### src/rtl/assert_macros.svh
// assertion macros shared by the rtl files
`ifndef ASSERT_MACROS_SVH
`define ASSERT_MACROS_SVH
// implication checked on every clock edge outside reset
`define ASSERT_IMPL(label, clk, rst, pre, post) \
  label: assert property (@(posedge clk) disable iff (rst) (pre) |-> (post)) \
    else $error("assertion failed");
// implication checked in the following cycle
`define ASSERT_NEXT(label, clk, rst, pre, post) \
  label: assert property (@(posedge clk) disable iff (rst) (pre) |=> (post)) \
    else $error("assertion failed");
`endif

### src/rtl/iiee_pkg.sv
// shared types and constants of the expression evaluator
`default_nettype none
package iiee_pkg;
  localparam logic [2:0] OP_OPEN = 3'd0;
  localparam logic [2:0] OP_ADD  = 3'd1;
  localparam logic [2:0] OP_SUB  = 3'd2;
  localparam logic [2:0] OP_MUL  = 3'd3;
  localparam logic [2:0] OP_DIV  = 3'd4;
  localparam logic [2:0] OP_NEG  = 3'd5;

  localparam logic [1:0] ERR_NONE  = 2'd0;
  localparam logic [1:0] ERR_DIV0  = 2'd1;
  localparam logic [1:0] ERR_PAREN = 2'd2;
  localparam logic [1:0] ERR_OVF   = 2'd3;

  localparam logic [7:0] CH_OPEN  = 8'h28;
  localparam logic [7:0] CH_CLOSE = 8'h29;
  localparam logic [7:0] CH_MUL   = 8'h2a;
  localparam logic [7:0] CH_ADD   = 8'h2b;
  localparam logic [7:0] CH_SUB   = 8'h2d;
  localparam logic [7:0] CH_DIV   = 8'h2f;
  localparam logic [7:0] CH_ZERO  = 8'h30;
  localparam logic [7:0] CH_NINE  = 8'h39;

  // commands from controller to datapath
  typedef struct packed {
    logic       clear;        // back to reset state
    logic       acc_digit;    // accumulate digit from ch
    logic       set_unary;    // load unary_allowed
    logic       unary_val;
    logic       close_num;    // push pending number
    logic       push_op;      // push op_code
    logic [2:0] op_code;
    logic       pop_op;       // drop top operator
    logic       pop_b;        // pop operand into b
    logic       pop_a;        // pop operand into a
    logic       start_alu;    // start op in alu on a,b
    logic       push_res;     // push alu result
    logic       pop_out;      // pop operand into output
    logic       set_err;
    logic [1:0] err_code;
  } iiee_cmd_t;

  typedef struct packed {
    logic       op_empty;
    logic [2:0] op_top;
    logic       alu_busy;
    logic [1:0] error;
    logic       unary_allowed;
  } iiee_stat_t;

  function automatic logic [2:0] rank(input logic [2:0] op);
    case (op)
      OP_ADD, OP_SUB: rank = 3'd2;
      OP_MUL, OP_DIV: rank = 3'd3;
      OP_NEG:         rank = 3'd5;
      default:        rank = 3'd0;
    endcase
  endfunction
endpackage
`default_nettype wire

### src/rtl/iiee_alu.sv
// arithmetic unit: add, subtract, negate, multiply, radix-2 divide
`default_nettype none
module iiee_alu (
  input  wire logic        clk,
  input  wire logic        rst,
  input  wire logic        start,
  input  wire logic [2:0]  op,
  input  wire logic [31:0] a,
  input  wire logic [31:0] b,
  output logic             busy,
  output logic             div0,
  output logic [31:0]      result
);
  logic [31:0] rem, quo, divisor;
  logic [5:0]  cnt;
  logic        neg_q, div_run;
  logic [32:0] diff;
  logic [31:0] rem_sh;

  assign rem_sh = {rem[30:0], quo[31]};
  assign diff = {1'b0, rem_sh} - {1'b0, divisor};
  assign busy = div_run;

  always_ff @(posedge clk) begin
    div0 <= !rst && start && (op == iiee_pkg::OP_DIV) && (b == 32'd0);
  end

  always_ff @(posedge clk) begin
    if (rst) begin
      div_run <= 1'b0;
    end else if (start) begin
      case (op)
        iiee_pkg::OP_ADD: result <= a + b;
        iiee_pkg::OP_SUB: result <= a - b;
        iiee_pkg::OP_MUL: result <= a * b;
        iiee_pkg::OP_NEG: result <= 32'd0 - b;
        iiee_pkg::OP_DIV: begin
          if (b == 32'd0) begin
            result <= 32'd0;
          end else begin
            div_run <= 1'b1;
            cnt <= 6'd32;
            rem <= 32'd0;
            quo <= a[31] ? 32'd0 - a : a;
            divisor <= b[31] ? 32'd0 - b : b;
            neg_q <= a[31] ^ b[31];
          end
        end
        default: result <= 32'd0;
      endcase
    end else if (div_run) begin
      if (!diff[32]) begin
        rem <= diff[31:0];
        quo <= {quo[30:0], 1'b1};
      end else begin
        rem <= rem_sh;
        quo <= {quo[30:0], 1'b0};
      end
      cnt <= cnt - 6'd1;
      if (cnt == 6'd1) begin
        div_run <= 1'b0;
        result <= neg_q ? 32'd0 - {quo[30:0], ~diff[32]} : {quo[30:0], ~diff[32]};
      end
    end
  end
endmodule
`default_nettype wire

### src/rtl/iiee_datapath.sv
// stacks, number accumulator and operand registers
`default_nettype none
`include "assert_macros.svh"
module iiee_datapath #(
  parameter int STACK_DEPTH = 16
) (
  input  wire logic          clk,
  input  wire logic          rst,
  input  wire logic [7:0]    ch,
  input  wire iiee_pkg::iiee_cmd_t cmd,
  output iiee_pkg::iiee_stat_t     stat,
  output logic [31:0]        out_value
);
  localparam int AW = $clog2(STACK_DEPTH);
  localparam int CW = $clog2(STACK_DEPTH + 1);

  logic [31:0] opnd_mem [STACK_DEPTH];
  logic [2:0]  oper_mem [STACK_DEPTH];
  logic [CW-1:0] opnd_cnt, oper_cnt;
  logic [31:0] acc, a_reg, b_reg;
  logic        pending, unary, alu_busy, div0;
  logic [1:0]  err;
  logic [31:0] alu_res, top_val;
  logic [2:0]  top_op;
  logic [CW-1:0] opnd_idx, oper_idx;
  logic        opnd_full, oper_full, do_push_val;
  logic [31:0] push_data;

  assign opnd_idx = opnd_cnt - CW'(1);
  assign oper_idx = oper_cnt - CW'(1);
  assign top_val = (opnd_cnt == '0) ? 32'd0 : opnd_mem[opnd_idx[AW-1:0]];
  assign top_op  = oper_mem[oper_idx[AW-1:0]];
  assign opnd_full = (opnd_cnt == CW'(STACK_DEPTH));
  assign oper_full = (oper_cnt == CW'(STACK_DEPTH));
  assign do_push_val = (cmd.close_num && pending) || cmd.push_res;
  assign push_data = cmd.push_res ? alu_res : acc;

  iiee_alu u_alu (
    .clk(clk), .rst(rst), .start(cmd.start_alu), .op(top_op),
    .a(a_reg), .b(b_reg), .busy(alu_busy), .div0(div0), .result(alu_res)
  );

  always_ff @(posedge clk) begin
    if (do_push_val && !opnd_full) opnd_mem[opnd_cnt[AW-1:0]] <= push_data;
    if (cmd.push_op && !oper_full) oper_mem[oper_cnt[AW-1:0]] <= cmd.op_code;
    // a number closed in the same cycle goes straight to b
    if (cmd.pop_b) b_reg <= (cmd.close_num && pending && !opnd_full) ? acc : top_val;
    if (cmd.pop_a) a_reg <= top_val;
    if (cmd.pop_out) out_value <= top_val;
  end

  always_ff @(posedge clk) begin
    if (rst || cmd.clear) begin
      opnd_cnt <= '0;
      oper_cnt <= '0;
      acc <= 32'd0;
      pending <= 1'b0;
      unary <= 1'b1;
      err <= iiee_pkg::ERR_NONE;
    end else begin
      if (cmd.acc_digit) begin
        acc <= acc * 32'd10 + {24'd0, ch - iiee_pkg::CH_ZERO};
        pending <= 1'b1;
      end
      if (cmd.close_num && pending) begin
        acc <= 32'd0;
        pending <= 1'b0;
      end
      if (cmd.set_unary) unary <= cmd.unary_val;
      if (do_push_val && !opnd_full) begin
        if (!cmd.pop_b) opnd_cnt <= opnd_cnt + CW'(1);
      end else if (cmd.pop_a || cmd.pop_b || cmd.pop_out) begin
        if (opnd_cnt != '0) opnd_cnt <= opnd_cnt - CW'(1);
      end
      if (cmd.push_op && !oper_full) begin
        oper_cnt <= oper_cnt + CW'(1);
      end else if (cmd.pop_op) begin
        oper_cnt <= oper_cnt - CW'(1);
      end
      if (err == iiee_pkg::ERR_NONE) begin
        if ((do_push_val && opnd_full) || (cmd.push_op && oper_full)) begin
          err <= iiee_pkg::ERR_OVF;
        end else if (div0) begin
          err <= iiee_pkg::ERR_DIV0;
        end else if (cmd.set_err) begin
          err <= cmd.err_code;
        end
      end
    end
  end

  assign stat.op_empty = (oper_cnt == '0);
  assign stat.op_top = top_op;
  assign stat.alu_busy = alu_busy;
  assign stat.error = err;
  assign stat.unary_allowed = unary;

  `ASSERT_IMPL(a_opnd_bound, clk, rst, 1'b1, opnd_cnt <= CW'(STACK_DEPTH))
  `ASSERT_IMPL(a_oper_bound, clk, rst, 1'b1, oper_cnt <= CW'(STACK_DEPTH))
  `ASSERT_NEXT(a_err_sticky, clk, rst,
    err != iiee_pkg::ERR_NONE && !cmd.clear, err == $past(err))
endmodule
`default_nettype wire

### src/rtl/iiee_ctrl.sv
// controller state machine sequencing reductions
`default_nettype none
`include "assert_macros.svh"
module iiee_ctrl (
  input  wire logic       clk,
  input  wire logic       rst,
  input  wire logic       in_fire,
  input  wire logic [7:0] ch,
  input  wire logic       last,
  input  wire logic       out_taken,
  input  wire iiee_pkg::iiee_stat_t stat,
  output iiee_pkg::iiee_cmd_t       cmd,
  output logic            in_ready,
  output logic            out_valid
);
  typedef enum logic [7:0] {
    S_IDLE  = 8'b00000001,
    S_RED   = 8'b00000010,
    S_POPA  = 8'b00000100,
    S_ALU   = 8'b00001000,
    S_WAIT  = 8'b00010000,
    S_PUSH  = 8'b00100000,
    S_DONE  = 8'b01000000,
    S_OUT   = 8'b10000000
  } state_t;

  typedef enum logic [1:0] {
    M_BIN = 2'd0, M_PAREN = 2'd1, M_FIN = 2'd2
  } mode_t;

  state_t state, state_next;
  mode_t  mode;
  logic [2:0] pend_op;
  logic       fin, neg_op;
  logic       is_digit, ok;
  logic       loop_go;

  assign is_digit = (ch >= iiee_pkg::CH_ZERO) && (ch <= iiee_pkg::CH_NINE);
  assign ok = (stat.error == iiee_pkg::ERR_NONE);
  assign in_ready = (state == S_IDLE);
  assign out_valid = (state == S_OUT);
  assign neg_op = (stat.op_top == iiee_pkg::OP_NEG);

  always_comb begin
    loop_go = 1'b0;
    case (mode)
      M_BIN:   loop_go = !stat.op_empty &&
                 (iiee_pkg::rank(stat.op_top) >= iiee_pkg::rank(pend_op));
      M_PAREN: loop_go = !stat.op_empty && stat.op_top != iiee_pkg::OP_OPEN;
      default: loop_go = ok && !stat.op_empty && stat.op_top != iiee_pkg::OP_OPEN;
    endcase
  end

  always_comb begin
    cmd = '0;
    state_next = state;
    case (state)
      S_IDLE: begin
        if (in_fire) begin
          if (ok) begin
            cmd.set_unary = 1'b1;
            cmd.unary_val = (ch == iiee_pkg::CH_OPEN);
            if (ch == iiee_pkg::CH_OPEN) begin
              cmd.push_op = 1'b1;
              cmd.op_code = iiee_pkg::OP_OPEN;
            end else if (is_digit) begin
              cmd.acc_digit = 1'b1;
            end else if (ch == iiee_pkg::CH_SUB && stat.unary_allowed) begin
              cmd.push_op = 1'b1;
              cmd.op_code = iiee_pkg::OP_NEG;
            end else if (ch == iiee_pkg::CH_ADD || ch == iiee_pkg::CH_SUB ||
                         ch == iiee_pkg::CH_MUL || ch == iiee_pkg::CH_DIV) begin
              cmd.close_num = 1'b1;
            end
          end
          state_next = S_RED;
        end
      end
      S_RED: begin
        if (!ok) begin
          state_next = fin ? S_DONE : S_IDLE;
        end else if (mode == M_BIN && pend_op == iiee_pkg::OP_OPEN) begin
          state_next = fin ? S_RED : S_IDLE;
        end else if (loop_go) begin
          cmd.close_num = 1'b1;
          cmd.pop_b = 1'b1;
          state_next = neg_op ? S_ALU : S_POPA;
        end else begin
          state_next = fin ? S_RED : S_IDLE;
          case (mode)
            M_BIN: begin
              cmd.push_op = 1'b1;
              cmd.op_code = pend_op;
            end
            M_PAREN: begin
              if (stat.op_empty) begin
                cmd.set_err = 1'b1;
                cmd.err_code = iiee_pkg::ERR_PAREN;
              end else begin
                cmd.pop_op = 1'b1;
              end
            end
            default: begin
              cmd.close_num = 1'b1;
              if (!stat.op_empty) begin
                cmd.set_err = 1'b1;
                cmd.err_code = iiee_pkg::ERR_PAREN;
              end
              state_next = S_DONE;
            end
          endcase
        end
      end
      S_POPA: begin
        cmd.pop_a = 1'b1;
        state_next = S_ALU;
      end
      S_ALU: begin
        cmd.start_alu = 1'b1;
        cmd.pop_op = 1'b1;
        state_next = S_WAIT;
      end
      S_WAIT: begin
        if (!stat.alu_busy) state_next = S_PUSH;
      end
      S_PUSH: begin
        cmd.push_res = 1'b1;
        state_next = S_RED;
      end
      S_DONE: begin
        cmd.pop_out = 1'b1;
        state_next = S_OUT;
      end
      S_OUT: begin
        if (out_taken) begin
          cmd.clear = 1'b1;
          state_next = S_IDLE;
        end
      end
      default: state_next = S_IDLE;
    endcase
  end

  // state register, final-character flag and mode of the reduction that follows an accepted word
  always_ff @(posedge clk) begin
    if (rst) begin
      state <= S_IDLE;
      mode <= M_BIN;
      pend_op <= iiee_pkg::OP_OPEN;
      fin <= 1'b0;
    end else begin
      state <= state_next;
      if (in_fire) begin
        fin <= last;
        if (ok && !(ch == iiee_pkg::CH_SUB && stat.unary_allowed)) begin
          case (ch)
            iiee_pkg::CH_ADD: begin
              mode <= M_BIN;
              pend_op <= iiee_pkg::OP_ADD;
            end
            iiee_pkg::CH_SUB: begin
              mode <= M_BIN;
              pend_op <= iiee_pkg::OP_SUB;
            end
            iiee_pkg::CH_MUL: begin
              mode <= M_BIN;
              pend_op <= iiee_pkg::OP_MUL;
            end
            iiee_pkg::CH_DIV: begin
              mode <= M_BIN;
              pend_op <= iiee_pkg::OP_DIV;
            end
            iiee_pkg::CH_CLOSE: begin
              mode <= M_PAREN;
              pend_op <= iiee_pkg::OP_OPEN;
            end
            default: begin
              mode <= M_BIN;
              pend_op <= iiee_pkg::OP_OPEN;
            end
          endcase
        end else begin
          mode <= M_BIN;
          pend_op <= iiee_pkg::OP_OPEN;
        end
      end else if (state == S_RED && state_next == S_RED) begin
        mode <= M_FIN;
      end
    end
  end

  `ASSERT_IMPL(a_ready_idle, clk, rst, in_ready, !out_valid)
  `ASSERT_NEXT(a_out_hold, clk, rst, out_valid && !out_taken, out_valid)
  `ASSERT_IMPL(a_state_onehot, clk, rst, 1'b1, $onehot(state))
endmodule
`default_nettype wire

### src/rtl/infix_integer_expression_evaluator_core.sv
// Infix integer expression evaluator, top level.
// Input channel s_axis: one ASCII character per word in tdata, tlast marks
// the final character of an expression. Output channel m_axis: one word per
// expression, sent after its final character: value in tdata[31:0] and the
// error code in tdata[33:32] (0 ok, 1 divide by zero, 2 unbalanced
// parentheses, 3 stack overflow); value is 0 on error.
// Each character is taken in the idle state and then reduced: per operator,
// the controller pops b, then a (not for negate), starts the shared alu
// (one quotient bit per cycle for a divide), waits and pushes the result.
// Last, the final reductions, an end check and a result pop precede m_axis_tvalid.
// Characters are taken one at a time; s_axis_tready is low while a word is
// processed and while a result waits. If the receiver stalls, the result
// holds in m_axis_tdata and no new character is taken until it is taken.
// Reset (rst, synchronous) empties both stacks and clears the number,
// error code and any pending result; no clearing pass is needed.
// After a result is taken the stacks, number and error code return to the reset condition.
`default_nettype none
module infix_integer_expression_evaluator_core #(
  parameter int STACK_DEPTH = 16
) (
  input  wire logic        clk,
  input  wire logic        rst,
  input  wire logic        s_axis_tvalid,
  output logic             s_axis_tready,
  input  wire logic [7:0]  s_axis_tdata,  // ch[7:0]
  input  wire logic        s_axis_tlast,
  output logic             m_axis_tvalid,
  input  wire logic        m_axis_tready,
  output logic [39:0]      m_axis_tdata   // value[31:0], error[33:32], zero fill
);
  iiee_pkg::iiee_cmd_t  cmd;
  iiee_pkg::iiee_stat_t stat;
  logic [31:0] value;
  logic in_fire;

  assign in_fire = s_axis_tvalid && s_axis_tready;

  iiee_ctrl u_ctrl (
    .clk(clk), .rst(rst), .in_fire(in_fire), .ch(s_axis_tdata),
    .last(s_axis_tlast), .out_taken(m_axis_tvalid && m_axis_tready),
    .stat(stat), .cmd(cmd), .in_ready(s_axis_tready), .out_valid(m_axis_tvalid)
  );

  iiee_datapath #(.STACK_DEPTH(STACK_DEPTH)) u_dp (
    .clk(clk), .rst(rst), .ch(s_axis_tdata), .cmd(cmd), .stat(stat),
    .out_value(value)
  );

  assign m_axis_tdata = {6'd0, stat.error,
                         (stat.error == iiee_pkg::ERR_NONE) ? value : 32'd0};
endmodule
`default_nettype wire
### config.mk
export PLATFORM = sky130hd
export DESIGN_NAME = infix_integer_expression_evaluator_core
export DESIGN_NICKNAME = d
export VERILOG_FILES = /design/src/rtl/iiee_pkg.sv /design/src/rtl/iiee_alu.sv /design/src/rtl/iiee_datapath.sv /design/src/rtl/iiee_ctrl.sv /design/src/rtl/infix_integer_expression_evaluator_core.sv
export VERILOG_INCLUDE_DIRS = /design/src /design/src/rtl
export SDC_FILE = /design/constraint.sdc
export NUM_CORES = 2
export LEC_CHECK = 0
export ABC_CLOCK_PERIOD_IN_PS = 9600
export BUFFER_PORTS_ARGS = -buffer_cell sky130_fd_sc_hd__buf_2
export CAP_MARGIN = 10
export CORE_MARGIN = 1.5
export CORE_UTILIZATION = 45
export DETAILED_ROUTE_END_ITERATION = 10
export GPL_TIMING_DRIVEN = 0
export SYNTH_ARGS = -nofsm -noshare
export SYNTH_HDL_FRONTEND = slang
export SYNTH_SLANG_ARGS = --single-unit
### constraint.sdc
create_clock -name clk -period 9.6 [get_ports clk]
set_input_delay 1.92 -clock clk [delete_from_list [all_inputs] [get_ports clk]]
set_output_delay 1.92 -clock clk [all_outputs]
set_load 0.03 [all_outputs]
==> out/metrics.cfg <==
[outcome]
outcome=finished, final reports clean

[timing]
layout_setup_ws_ns=0.116
fin_skew_ns=0.0435
grt_setup_unrepaired=false
fmax_ghz=0.105
slew_headroom_pct=7.50
worst_pin_slew_ns=1.38
holdWs_ns=0.465
drv_slew=0
period_needed_ns=9.48
setup_viol_count_final=0
period_share_pct=98.8
hold_violations=0

[synth]
syn_area_sq_um=58600
synth_area_leader_cell=edfxtp_1
yosysUniqueCellTypes=87
synth_area_per_cell_sq_um=11.7
ys_ff_latch=852
synth_cells=5014
synth.area.top_cells=edfxtp_1 41%, fa_1 14%, ha_1 5.7%
ys.flop_type=edfxtp_1
ys_warn_count=0
synth_top_area_share_pct=40.5
ys_seq_area_share_pct=42.6
synth_edf_count=790
synthArstFlopShare_pct=0

[critical_path]
cp_max_fo=11
crit_type=reg2reg
reg2regPathDepth=25
required_ns=9.97
critPathLaunchType=flip-flop
reg2reg_to=u_dp.u_alu.result[31]$_DFFE_PP_
rr_startpoint=u_dp.a_reg[18]$_DFFE_PP_
critPathCaptureType=flip-flop
worst-endpoint-arrival_ns=9.86
rrSetupSlack_ns=0.12

[global_route]
antenna_found_initial=16
grt_max_degree=33
grt_usage_pct=27.3
grt_pass1_wl_mm=265
gr-total-overflow=0
grt_pass1_vias=40100

[power_and_ir_drop]
pwr-share-comb_pct=1.4
p_seq_share_pct=53.1
p_per_area_nw_per_um2=116
max-vdd-ir-drop_mv=0.166
p_clk_share_pct=45.4
switching_share_pct=21.5
power.internal_mw=5.92
totalPowerFinal_mw=7.54
p_leak_nw=25.2
p_sw_mw=1.62

[clock_network]
cts_buffer_depth=3
tritoncts=done
cts_htree_levels=3
path_clk_slew_ns=0.06
clock_sinks=852
numCtsBuffers=87
hold_buffers=0
root_buffer=clkbuf_16
clk_latency_ns=0.70

[cells_and_area]
fill_cells=11500
finalInstanceArea_sq_um=64800
area_delta_synth_final_pct=10.6
seq_area_sq_um=25000
largest_register_ffs=512
multi_input_area_sq_um=30800
stdcell_count=7012
drive_above_1_share_pct=9.38
fin_nets=5888

[floorplanning]
io-pin-count=55
start_util_pct=45.3
std_cell_rows=132
die_y_um=364
die-area_sq_um=132000
core_area_sq_um=129000
chipWidth_um=364

[job]
maxCapViolCount=0

[hold_path]
worstHoldPathCells=2
min-delay-path-class=reg2reg
min_to=u_dp.acc[31]$_SDFFE_PP0P_
worstHoldStart=u_dp.acc[31]$_SDFFE_PP0P_

[place]
dp_hpwl_mm=137
portBuffers=46
postPlaceCellArea_sq_um=61800
place_congestion=0.996
dp_cells=6842
pre_cts_ws_ns=-0.427

[detailed_routing]
drc_errors=0
vias=40100
first_pass_iters=10
ant_nets=0
viasPerCell=5.72
totalWireLength_mm=179
wl_per_cell_um=25.5
drt_first_iter_violations=3870

[cells in the final DEF, fill, tap and decap left out, drive strengths merged, types with 126 or more instances in the layout]
master / instances
edfxtp: 790
nand2: 498
inv: 486
fa: 412
and2: 371
clkbuf: 338
ha: 269
nor2: 245
xnor2: 197
xor2: 142
a21oi: 138
mux4: 137
buf: 127
o21ai: 126
[power groups by stage]
stage | clock (mW) | sequential (mW) | combinational (mW)
floorplan | 0 | 4.09 | 0.0751
global placement | 0 | 4.09 | 0.103
detailed placement | 0 | 4.09 | 0.105
CTS | 3.48 | 4.01 | 0.106
global route | 3.61 | 4.01 | 0.117
finish | 3.43 | 4.01 | 0.107
[what timing repair did]
| action | 4_1_cts | 5_1_grt |
|---|---|---|
| setup buffers | 0 | 2 |
| gates resized for setup | 12 | 40 |
| setup endpoints to repair | 4 | 3 |
[stage by stage]
stage	util, %	setup TNS, ns
after global routing	50.1	0
after CTS	50.0	0
after detailed placement	47.8	-0.867
after floorplan	-	0
final	50.1	0
after global placement	47.2	-0.516
[Yosys cell counts, types with 16 or more instances]
cell      number
edfxtp_1     790
nor2b_1       65
o21ai_0      122
mux2i_1       79
buf_1         21
nand3_1       32
nor3_1        63
a21oi_1      138
or3_1         32
mux4_2       137
a31oi_1       16
inv_1        481
ha_1         269
o21a_1        21
fa_1         412
a221oi_1      16
clkbuf_1     235
mux2_2        33
o31ai_1       33
o22ai_1       36
nand4_1       19
nand2_1      498
and2_1       371
nor4_1        18
xnor2_1      196
nor2_1       245
dfxtp_1       62
a211oi_1     111
xor2_1       142
and3_1        20
or2_2         16
nand2b_1      43
a21o_1        38
[cell type report]
| type | instances | area share [%] |
|---|---|---|
| inverters | 481 | 2.79 |
| diodes | 4 | 0.0155 |
| clock buffers | 106 | 3.52 |
| flip-flops and latches | 852 | 38.5 |
| clock inverters | 55 | 0.910 |
| repair buffers | 88 | 1.49 |
| multi-input cells | 3409 | 47.6 |
| plain buffers | 275 | 1.77 |
| well taps | 1742 | 3.37 |
[cells by family (layout without fill, tap and decap cells)]
family | after synthesis | after routing | synth area share [%]
AOI/OAI and AO/OA | 647 | 647 | 7.39
xor gates and xnor gates | 339 | 339 | 5.10
adders and majority gates | 681 | 681 | 19.8
buffers and inverters | 758 | 1005 | 4.96
DFF | 852 | 852 | 42.6
muxes | 249 | 249 | 7.25
other | 1 | 10 | 0.00640
and+or+nand+nor | 1487 | 1487 | 12.8
[per-layer routing]
metal | GRT usage (%) | part of all wire [%] | up-vias
met4 | 10.9 | 4.4 | 6
met2 | 44.6 | 47 | 1613
met1 | 36.5 | 41 | 20300
met3 | 4.37 | 7.5 | 361
met5 | 0 | 0.023 | -
li1 | - | - | 17800
[how the worst max path moves through the flow]
stage                              from                         endpoint  slack, ns  cells past startpoint
2_1_floorplan   u_dp.b_reg[7]$_DFFE_PP_  u_dp.u_alu.result[28]$_DFFE_PP_       2.19                     27
3_5_place_dp    u_dp.b_reg[7]$_DFFE_PP_  u_dp.u_alu.result[31]$_DFFE_PP_      -0.43                     27
6_report       u_dp.a_reg[18]$_DFFE_PP_  u_dp.u_alu.result[31]$_DFFE_PP_       0.12                     25
4_1_cts         u_dp.b_reg[6]$_DFFE_PP_  u_dp.u_alu.result[31]$_DFFE_PP_       0.01                     25
5_1_grt         u_dp.b_reg[7]$_DFFE_PP_  u_dp.u_alu.result[31]$_DFFE_PP_      0.001                     27
3_3_place_gp    u_dp.b_reg[7]$_DFFE_PP_  u_dp.u_alu.result[31]$_DFFE_PP_      -0.31                     27
[critical path: stages, from the launching register on]
cell and delay (ns):
edfxtp_1 0.44, clkbuf_1 0.69, clkbuf_1 0.73, and2_1 0.25, fa_1 0.41, inv_1 0.08, fa_1 0.42, fa_1 0.50
fa_1 0.55, inv_1 0.05, fa_1 0.48, fa_1 0.56, fa_1 0.44, fa_1 0.48, ha_1 0.35, nand4_1 0.18
nor2_1 0.12, a221oi_1 0.24, o21ai_0 0.18, a21oi_1 0.43, a21oi_1 0.16, o31ai_1 0.44, xnor2_1 0.11, and2_1 0.19
a221oi_1 0.46, o22ai_1 0.21
Note: power is estimated with default switching activity, not from simulation.
